### src/hsv2rgb_pkg.sv
// Shared types, constants and helpers for the HSV to RGB pixel pipeline.
// No dependencies.
package hsv2rgb_pkg;

   localparam logic [14:0] HueTurn   = 15'd23040;   // one full turn in 1/64 degree
   localparam logic [11:0] HueSector = 12'd3840;    // sixty degrees
   localparam logic [7:0]  FullScale = 8'd255;
   localparam logic [19:0] Denom     = 20'd979200;  // 255 * 3840
   // ceil(2^32 / 3825): exact quotient for dividends below 2^20
   localparam logic [20:0] RecipM    = 21'd1122868;

   typedef enum logic [2:0] {
      SEC_RED_YELLOW   = 3'd0,
      SEC_YELLOW_GREEN = 3'd1,
      SEC_GREEN_CYAN   = 3'd2,
      SEC_CYAN_BLUE    = 3'd3,
      SEC_BLUE_MAGENTA = 3'd4,
      SEC_MAGENTA_RED  = 3'd5
   } sector_type;

   // word handed from the sector splitter to the level pipeline
   typedef struct packed {
      sector_type  sector;
      logic [11:0] frac;
      logic [11:0] frac_c;   // 3840 - frac, 1..3840
      logic [7:0]  sat;
      logic [7:0]  val;
   } sector_word_type;

   // word handed from the level pipeline to the channel router
   typedef struct packed {
      sector_type sector;
      logic [7:0] val;
      logic [7:0] lvl_p;
      logic [7:0] lvl_q;
      logic [7:0] lvl_t;
   } level_word_type;

   function automatic logic [14:0] sector_base(input sector_type sec);
      logic [14:0] base;
      unique case (sec)
         SEC_RED_YELLOW:   base = 15'd0;
         SEC_YELLOW_GREEN: base = 15'd3840;
         SEC_GREEN_CYAN:   base = 15'd7680;
         SEC_CYAN_BLUE:    base = 15'd11520;
         SEC_BLUE_MAGENTA: base = 15'd15360;
         SEC_MAGENTA_RED:  base = 15'd19200;
         default:          base = 15'd0;
      endcase
      return base;
   endfunction

   // floor(x / 255), exact for any x below 65280
   function automatic logic [7:0] div255(input logic [15:0] x);
      logic [16:0] sum;
      sum = {1'b0, x} + {9'd0, x[15:8]} + 17'd1;
      return sum[15:8];
   endfunction

endpackage

### src/hsv_to_rgb_pixel.sv
// Top level of the HSV to RGB pixel converter: sector split, level pipeline
// and channel routing. Depends on hsv2rgb_pkg, hsv2rgb_sector, hsv2rgb_levels.

// One pixel word is taken on every clock edge at which start is high; busy is
// never raised, so a new pixel may be offered in every cycle. Each pixel comes
// out on rsp_red/rsp_green/rsp_blue with rsp_strobe high for that single
// cycle, in the order the pixels went in. It passes through seven register
// stages: hue wrap and sector compare, sector fraction, saturation
// products, numerators and p, value products, reciprocal divide, and the
// routing register. The receiver cannot stall the pipeline and must take each
// word in the cycle it is shown. Hue of a full turn (23040) or more counts as
// zero; zero saturation gives grey at the given brightness.
module hsv_to_rgb_pixel (
   input  logic        clock,
   input  logic        reset,
   input  logic        start,
   output logic        busy,
   input  logic [14:0] req_hue,
   input  logic [7:0]  req_saturation,
   input  logic [7:0]  req_brightness,
   output logic        rsp_strobe,
   output logic [7:0]  rsp_red,
   output logic [7:0]  rsp_green,
   output logic [7:0]  rsp_blue
);

   logic                         sec_valid;
   hsv2rgb_pkg::sector_word_type sec_word;
   logic                         lvl_valid;
   hsv2rgb_pkg::level_word_type  lvl_word;

   logic       strobe_ff, strobe_in;
   logic [7:0] red_ff, red_in, green_ff, green_in, blue_ff, blue_in;

   assign busy = 1'b0;

   hsv2rgb_sector u_sector (
      .clock     (clock),
      .reset     (reset),
      .in_valid  (start),
      .hue       (req_hue),
      .sat       (req_saturation),
      .val       (req_brightness),
      .out_valid (sec_valid),
      .out_word  (sec_word)
   );

   hsv2rgb_levels u_levels (
      .clock     (clock),
      .reset     (reset),
      .in_valid  (sec_valid),
      .in_word   (sec_word),
      .out_valid (lvl_valid),
      .out_word  (lvl_word)
   );

   always_comb begin
      strobe_in = lvl_valid;
      unique case (lvl_word.sector)
         hsv2rgb_pkg::SEC_RED_YELLOW: begin
            red_in = lvl_word.val;   green_in = lvl_word.lvl_t; blue_in = lvl_word.lvl_p;
         end
         hsv2rgb_pkg::SEC_YELLOW_GREEN: begin
            red_in = lvl_word.lvl_q; green_in = lvl_word.val;   blue_in = lvl_word.lvl_p;
         end
         hsv2rgb_pkg::SEC_GREEN_CYAN: begin
            red_in = lvl_word.lvl_p; green_in = lvl_word.val;   blue_in = lvl_word.lvl_t;
         end
         hsv2rgb_pkg::SEC_CYAN_BLUE: begin
            red_in = lvl_word.lvl_p; green_in = lvl_word.lvl_q; blue_in = lvl_word.val;
         end
         hsv2rgb_pkg::SEC_BLUE_MAGENTA: begin
            red_in = lvl_word.lvl_t; green_in = lvl_word.lvl_p; blue_in = lvl_word.val;
         end
         default: begin
            red_in = lvl_word.val;   green_in = lvl_word.lvl_p; blue_in = lvl_word.lvl_q;
         end
      endcase
   end

   always_ff @(posedge clock) begin
      if (reset) begin
         strobe_ff <= 1'b0;
      end else begin
         strobe_ff <= strobe_in;
      end
   end

   always_ff @(posedge clock) begin
      red_ff   <= red_in;
      green_ff <= green_in;
      blue_ff  <= blue_in;
   end

   assign rsp_strobe = strobe_ff;
   assign rsp_red    = red_ff;
   assign rsp_green  = green_ff;
   assign rsp_blue   = blue_ff;

   // every accepted word comes out on rsp_strobe
   a_latency: assert property (@(posedge clock) disable iff (reset)
      (start && !busy) |-> ##7 rsp_strobe)
      else $error("accepted word did not appear after seven cycles");

   a_no_phantom: assert property (@(posedge clock) disable iff (reset)
      rsp_strobe |-> $past(start, 7))
      else $error("result word without a matching request");

   // the brightest channel always equals the value
   a_max_is_value: assert property (@(posedge clock) disable iff (reset)
      rsp_strobe |-> (rsp_red == $past(req_brightness, 7) ||
                      rsp_green == $past(req_brightness, 7) ||
                      rsp_blue == $past(req_brightness, 7)))
      else $error("no channel equals the brightness");

   a_grey: assert property (@(posedge clock) disable iff (reset)
      (rsp_strobe && $past(req_saturation, 7) == 8'd0) |->
         (rsp_red == $past(req_brightness, 7) &&
          rsp_green == $past(req_brightness, 7) &&
          rsp_blue == $past(req_brightness, 7)))
      else $error("zero saturation did not give grey");

endmodule

### src/hsv2rgb_sector.sv
// Hue wrap and sector split: two register stages producing sector and fraction.
// Depends on hsv2rgb_pkg.
module hsv2rgb_sector (
   input  logic                         clock,
   input  logic                         reset,
   input  logic                         in_valid,
   input  logic [14:0]                  hue,
   input  logic [7:0]                   sat,
   input  logic [7:0]                   val,
   output logic                         out_valid,
   output hsv2rgb_pkg::sector_word_type out_word
);

   logic                   s1_valid_ff, s1_valid_in;
   logic [14:0]            s1_hue_ff, s1_hue_in;
   hsv2rgb_pkg::sector_type s1_sector_ff, s1_sector_in;
   logic [7:0]             s1_sat_ff, s1_val_ff;

   logic                         s2_valid_ff;
   hsv2rgb_pkg::sector_word_type s2_word_ff, s2_word_in;
   logic [14:0]                  frac_wide;

   // stage 1: wrap and sector by threshold compare
   always_comb begin
      s1_valid_in  = in_valid;
      s1_hue_in    = hue;
      priority if (hue >= hsv2rgb_pkg::HueTurn) begin
         s1_hue_in    = 15'd0;
         s1_sector_in = hsv2rgb_pkg::SEC_RED_YELLOW;
      end else if (hue >= 15'd19200) begin
         s1_sector_in = hsv2rgb_pkg::SEC_MAGENTA_RED;
      end else if (hue >= 15'd15360) begin
         s1_sector_in = hsv2rgb_pkg::SEC_BLUE_MAGENTA;
      end else if (hue >= 15'd11520) begin
         s1_sector_in = hsv2rgb_pkg::SEC_CYAN_BLUE;
      end else if (hue >= 15'd7680) begin
         s1_sector_in = hsv2rgb_pkg::SEC_GREEN_CYAN;
      end else if (hue >= 15'd3840) begin
         s1_sector_in = hsv2rgb_pkg::SEC_YELLOW_GREEN;
      end else begin
         s1_sector_in = hsv2rgb_pkg::SEC_RED_YELLOW;
      end
   end

   // stage 2: fraction within the sector
   always_comb begin
      frac_wide          = s1_hue_ff - hsv2rgb_pkg::sector_base(s1_sector_ff);
      s2_word_in.sector  = s1_sector_ff;
      s2_word_in.frac    = frac_wide[11:0];
      s2_word_in.frac_c  = hsv2rgb_pkg::HueSector - frac_wide[11:0];
      s2_word_in.sat     = s1_sat_ff;
      s2_word_in.val     = s1_val_ff;
   end

   always_ff @(posedge clock) begin
      if (reset) begin
         s1_valid_ff <= 1'b0;
         s2_valid_ff <= 1'b0;
      end else begin
         s1_valid_ff <= s1_valid_in;
         s2_valid_ff <= s1_valid_ff;
      end
   end

   always_ff @(posedge clock) begin
      s1_hue_ff    <= s1_hue_in;
      s1_sector_ff <= s1_sector_in;
      s1_sat_ff    <= sat;
      s1_val_ff    <= val;
      s2_word_ff   <= s2_word_in;
   end

   assign out_valid = s2_valid_ff;
   assign out_word  = s2_word_ff;

endmodule

### src/hsv2rgb_levels.sv
// Level pipeline: forms p, q and t over four register stages.
// Depends on hsv2rgb_pkg.
module hsv2rgb_levels (
   input  logic                         clock,
   input  logic                         reset,
   input  logic                         in_valid,
   input  hsv2rgb_pkg::sector_word_type in_word,
   output logic                         out_valid,
   output hsv2rgb_pkg::level_word_type  out_word
);

   logic [3:0] valid_ff, valid_in;

   // stage 3: products with saturation
   hsv2rgb_pkg::sector_type s3_sector_ff;
   logic [7:0]  s3_val_ff;
   logic [19:0] s3_sf_ff, s3_sfc_ff, s3_sf_in, s3_sfc_in;
   logic [15:0] s3_pprod_ff, s3_pprod_in;

   // stage 4: numerators and p
   hsv2rgb_pkg::sector_type s4_sector_ff;
   logic [7:0]  s4_val_ff, s4_p_ff;
   logic [19:0] s4_nq_ff, s4_nt_ff;

   // stage 5: scaled by value
   hsv2rgb_pkg::sector_type s5_sector_ff;
   logic [7:0]  s5_val_ff, s5_p_ff;
   logic [27:0] s5_yq_ff, s5_yt_ff, s5_yq_in, s5_yt_in;

   // stage 6: divide by 979200 = 256 * 3825 via reciprocal
   hsv2rgb_pkg::level_word_type s6_word_ff;
   logic [40:0] quo_q, quo_t;

   assign valid_in = {valid_ff[2:0], in_valid};

   always_comb begin
      s3_sf_in    = 20'(in_word.sat) * 20'(in_word.frac);
      s3_sfc_in   = 20'(in_word.sat) * 20'(in_word.frac_c);
      s3_pprod_in = 16'(in_word.val) * 16'(hsv2rgb_pkg::FullScale - in_word.sat);
      s5_yq_in    = 28'(s4_val_ff) * 28'(s4_nq_ff);
      s5_yt_in    = 28'(s4_val_ff) * 28'(s4_nt_ff);
      quo_q       = 41'(s5_yq_ff[27:8]) * 41'(hsv2rgb_pkg::RecipM);
      quo_t       = 41'(s5_yt_ff[27:8]) * 41'(hsv2rgb_pkg::RecipM);
   end

   always_ff @(posedge clock) begin
      if (reset) begin
         valid_ff <= '0;
      end else begin
         valid_ff <= valid_in;
      end
   end

   always_ff @(posedge clock) begin
      s3_sector_ff <= in_word.sector;
      s3_val_ff    <= in_word.val;
      s3_sf_ff     <= s3_sf_in;
      s3_sfc_ff    <= s3_sfc_in;
      s3_pprod_ff  <= s3_pprod_in;

      s4_sector_ff <= s3_sector_ff;
      s4_val_ff    <= s3_val_ff;
      s4_p_ff      <= hsv2rgb_pkg::div255(s3_pprod_ff);
      s4_nq_ff     <= hsv2rgb_pkg::Denom - s3_sf_ff;
      s4_nt_ff     <= hsv2rgb_pkg::Denom - s3_sfc_ff;

      s5_sector_ff <= s4_sector_ff;
      s5_val_ff    <= s4_val_ff;
      s5_p_ff      <= s4_p_ff;
      s5_yq_ff     <= s5_yq_in;
      s5_yt_ff     <= s5_yt_in;

      s6_word_ff.sector <= s5_sector_ff;
      s6_word_ff.val    <= s5_val_ff;
      s6_word_ff.lvl_p  <= s5_p_ff;
      s6_word_ff.lvl_q  <= quo_q[39:32];
      s6_word_ff.lvl_t  <= quo_t[39:32];
   end

   assign out_valid = valid_ff[3];
   assign out_word  = s6_word_ff;

endmodule

### config.mk
export PLATFORM = sky130hd
export DESIGN_NAME = hsv_to_rgb_pixel
export DESIGN_NICKNAME = d
export VERILOG_FILES = /design/src/hsv2rgb_pkg.sv /design/src/hsv_to_rgb_pixel.sv /design/src/hsv2rgb_sector.sv /design/src/hsv2rgb_levels.sv
export SDC_FILE = /design/constraint.sdc
export NUM_CORES = 2
export LEC_CHECK = 0
export BUFFER_PORTS_ARGS = -buffer_cell sky130_fd_sc_hd__buf_2
export CAP_MARGIN = 20
export CORE_MARGIN = 5
export CORE_UTILIZATION = 60
export DETAILED_ROUTE_END_ITERATION = 10
export GPL_ROUTABILITY_DRIVEN = 1
export PLACE_DENSITY = 0.83
export SYNTH_ARGS = -nofsm -noshare
export SYNTH_HDL_FRONTEND = slang
export SYNTH_SLANG_ARGS = --single-unit
### constraint.sdc
create_clock -name clock -period 5.56 [get_ports clock]
set_input_delay 1.112 -clock clock [delete_from_list [all_inputs] [get_ports clock]]
set_output_delay 1.112 -clock clock [all_outputs]
set_load 0.01 [all_outputs]
==> impl_metrics.py <==
metrics = {
    "detailed_routing": {
        "drc": 0,
        "first_iter_violations": 1064,
        "vias": 23700,
        "wl_per_cell_um": 15.3,
        "drt-pass1-iter-count": 5,
        "routed_wl_mm": 69.0,
        "antenna_left": 0,
        "vias_per_cell": 5.27,
    },
    "finish": {
        "drive_above_1_share_pct": 5.58,
        "nets": 4789,
        "seq_area_mm2": 0.00645,
        "syn_to_final_growth_pct": 6.96,
        "multiInputGateArea_mm2": 0.0256,
        "fillers": 4450,
    },
    "yosys": {
        "synth_area_leaders": "fa_1, ha_1, dfxtp_1, inv_1, and2_1",
        "synth_cell_types": 69,
        "synthFlopType": "dfxtp_1",
        "synth-adder-area-share_pct": 48.1,
        "avgSynthCellArea_um2": 9.67,
        "synth_compound_area_share_pct": 6.00,
        "synth-edff-count": 0,
        "yosys_register_bits": 322,
        "synthesis.area_mm2": 0.0352,
        "synth_simple_gate_area_share_pct": 13.7,
        "synth_area_leader_cell": "fa_1",
        "synth_top_family_by_area": "adder cells",
        "synth.mux.area_fraction_pct": 1.26,
        "yosys_warnings": 0,
        "yosysTopAreaCellShare_pct": 28.8,
        "synth_xor_area_share_pct": 3.63,
        "async_flop_share_pct": 0,
        "synthCells": 3643,
        "syn-num-nets": 4727,
        "yosysSeqAreaShare_pct": 18.3,
        "synthTopCellsByCount": "inv_1, ha_1, fa_1",
        "yosysMostFrequentCell": "inv_1",
    },
    "outcome": {
        "outcome": "complete, no violations",
    },
    "sta": {
        "timing.final.max_slew_violations": 0,
        "relSlewSlack_pct": 34.8,
        "finalSetupViolations": 0,
        "max_freq_mhz": 188,
        "hold_viol": 0,
        "fin_worst_skew_ns": 0.0463,
        "fin_crit_sh_pct": 95.7,
        "worst_slew_pin_slew_ns": 0.978,
        "min_period_ns": 5.32,
        "rsz0062_at_grt": "false",
        "tns_ns": 0,
    },
    "die": {
        "io_pins": 60,
        "initial_core_util_pct": 60.8,
        "fp.dieArea_mm2": 0.0637,
        "die_w_um": 252,
        "fp.dieH_um": 252,
        "core_mm2": 0.0579,
        "row_count": 88,
    },
    "worst_setup_path": {
        "path_cells": "buf_4 > and2_1 > fa_1 > fa_1 > fa_1 > fa_1 > ha_1 > a21o_1 > a21o_1 > a21oi_1 > o21ai_0 > a221o_1 > o211ai_2 > a31oi_2 > nor4b_2 > a211oi_1",
        "crit_type": "flip-flop to flip-flop",
        "worstRegToRegCells": 16,
        "critical-path-max-stage-delay_ns": 0.61,
        "critPathRequiredTime_ns": 5.95,
        "slowest_stage": "dfxtp_1",
        "worstPathArrival_ns": 5.71,
        "startpoint_type": "flip-flop",
        "cp_max_fo": 15,
        "cp_common_cell": "fa_1",
        "endpoint_kind": "flip-flop",
    },
    "clock_tree": {
        "path_clk_slew_ns": 0.06,
        "ctsHoldBuffers": 0,
        "h-tree-depth": 2,
        "cts-buffers-inserted": 34,
        "worstSkewPairLatency_ns": 0.56,
        "cts_root_buffer": "clkbuf_16",
        "clock_sinks": 322,
        "post_cts_buffers": 0,
        "cts_tree": "done",
        "clockBufferDepth": 3,
    },
    "global_routing": {
        "grt_pass1_vias": 25700,
        "grt_max_degree": 56,
        "grt_pass1_wl_mm": 120,
        "grt_antenna_before_repair": 4,
        "grt_overflow": 0,
        "grt.total_usage_pct": 22.4,
    },
    "place": {
        "place_hpwl_mm": 56.8,
        "io_buffers": 58,
        "gp_congestion": 0.903,
    },
    "job": {
        "cap_violations": 0,
    },
    "hold_path": {
        "holdPathStages": 0,
        "hold_class": "flip-flop to flip-flop",
    },
}
==> state kept, by name, indices dropped and copies added, names as in the netlist, 4 cells and up <==
name,cells
u_levels.s4_nq_ff,20
u_levels.s3_pprod_ff,16
u_sector.s1_val_ff,8
u_levels.s5_yt_ff,20
u_levels.s3_val_ff,8
u_sector.out_word,42
rsp_green,8
u_sector.s1_hue_ff,12
u_levels.s4_nt_ff,19
rsp_blue,8
u_levels.s5_p_ff,8
u_levels.s4_p_ff,8
u_levels.out_word,35
rsp_red,8
u_levels.s5_yq_ff,20
u_levels.s4_val_ff,8
u_levels.s3_sf_ff,20
u_sector.s1_sat_ff,8
u_levels.valid_ff,4
u_levels.s5_val_ff,8
u_levels.s3_sfc_ff,19
==> cell families (layout without fill, tap and decap cells) <==
family                   count (synthesis)  after routing
AO/OA/AOI/OAI                          327            327
XOR/XNOR                               146            146
adder cells (fa/ha/maj)               1051           1051
buffers and inverters                  842            929
flip-flops                             322            322
multiplexers                            42             42
other                                    1              3
AND/OR/NAND/NOR                        912            912
==> routing by layer <==
metal  vias up  wire length [um]  track usage, %
met4         4              1720            6.08
met1     11500             30600            30.2
li1      11500                 -               -
met5         -                27               0
met3       138              3860            3.75
met2       603             32800            37.9
==> cell usage in the layout, fill, tap and decap left out, types with 9 or more instances in the layout <==
cell	instances
a211oi_1	24
a21o_1	38
a21oi_1	98
a31oi_1	9
and2_1	349
and3_1	12
buf_2	58
buf_4	44
clkbuf_16	34
dfxtp_1	315
fa_1	507
ha_1	543
inv_1	764
mux2_2	20
mux2i_1	22
nand2_1	247
nand2b_1	46
nand3_1	25
nand4_1	9
nor2_1	94
nor2b_1	68
nor3_1	30
o21a_1	16
o21ai_0	53
o21ai_1	15
o22ai_1	11
or3_1	11
xnor2_1	96
xor2_1	50
==> layout make-up <==
| class | instances | area share (%) |
|---|---|---|
| tap | 765 | 2.54 |
| clock inverter | 24 | 0.714 |
| clock buffer | 37 | 2.29 |
| multi-input combinational | 2479 | 68.0 |
| antenna | 2 | 0.0133 |
| sequential | 322 | 17.1 |
| inverter | 765 | 7.62 |
| timing repair buffer | 103 | 1.72 |
==> worst max-delay path: cells and delay by family, from the launching register on <==
family	cells	cell delay, ns
AO/OA/AOI/OAI	8	1.53
flip-flops	1	0.61
buffers and inverters	1	0.29
adder cells (fa/ha/maj)	5	2.28
AND/OR/NAND/NOR	2	0.45
==> timing repair <==
item                                    in CTS  in global routing
resized for setup                            0                  7
endpoints found under the setup margin       0                 11
endpoints found under the hold margin        0                  0
==> per-stage QoR <==
stage | area, um^2 | hold slack [ns] | setup slack, ns | util [%] | cells
finish | 37700 | 0.287 | 0.240 | 65.1 | 4497
global placement | 36500 | 0.310 | 0.414 | 63.0 | 4433
floorplan | 35200 | 0.310 | 0.548 | - | 3643
global route | 37700 | 0.310 | 0.0188 | 65.1 | 4495
CTS | 37600 | 0.283 | 0.143 | 65.0 | 4494
detailed placement | 36500 | 0.312 | 0.256 | 63.0 | 4433
==> final timing paths <==
path         slack (ns)                  start               endpoint
max                0.24  u_levels.s4_val_ff[3]  u_levels.s5_yt_ff[27]
min                0.29  u_levels.s5_val_ff[7]  u_levels.out_word[31]
max reg2reg        0.24  u_levels.s4_val_ff[3]  u_levels.s5_yt_ff[27]
min reg2reg        0.29  u_levels.s5_val_ff[7]  u_levels.out_word[31]
Power is left out: the tool's default activity adds up to more than one toggle a clock period on the data nets, which glitch-free logic cannot reach.
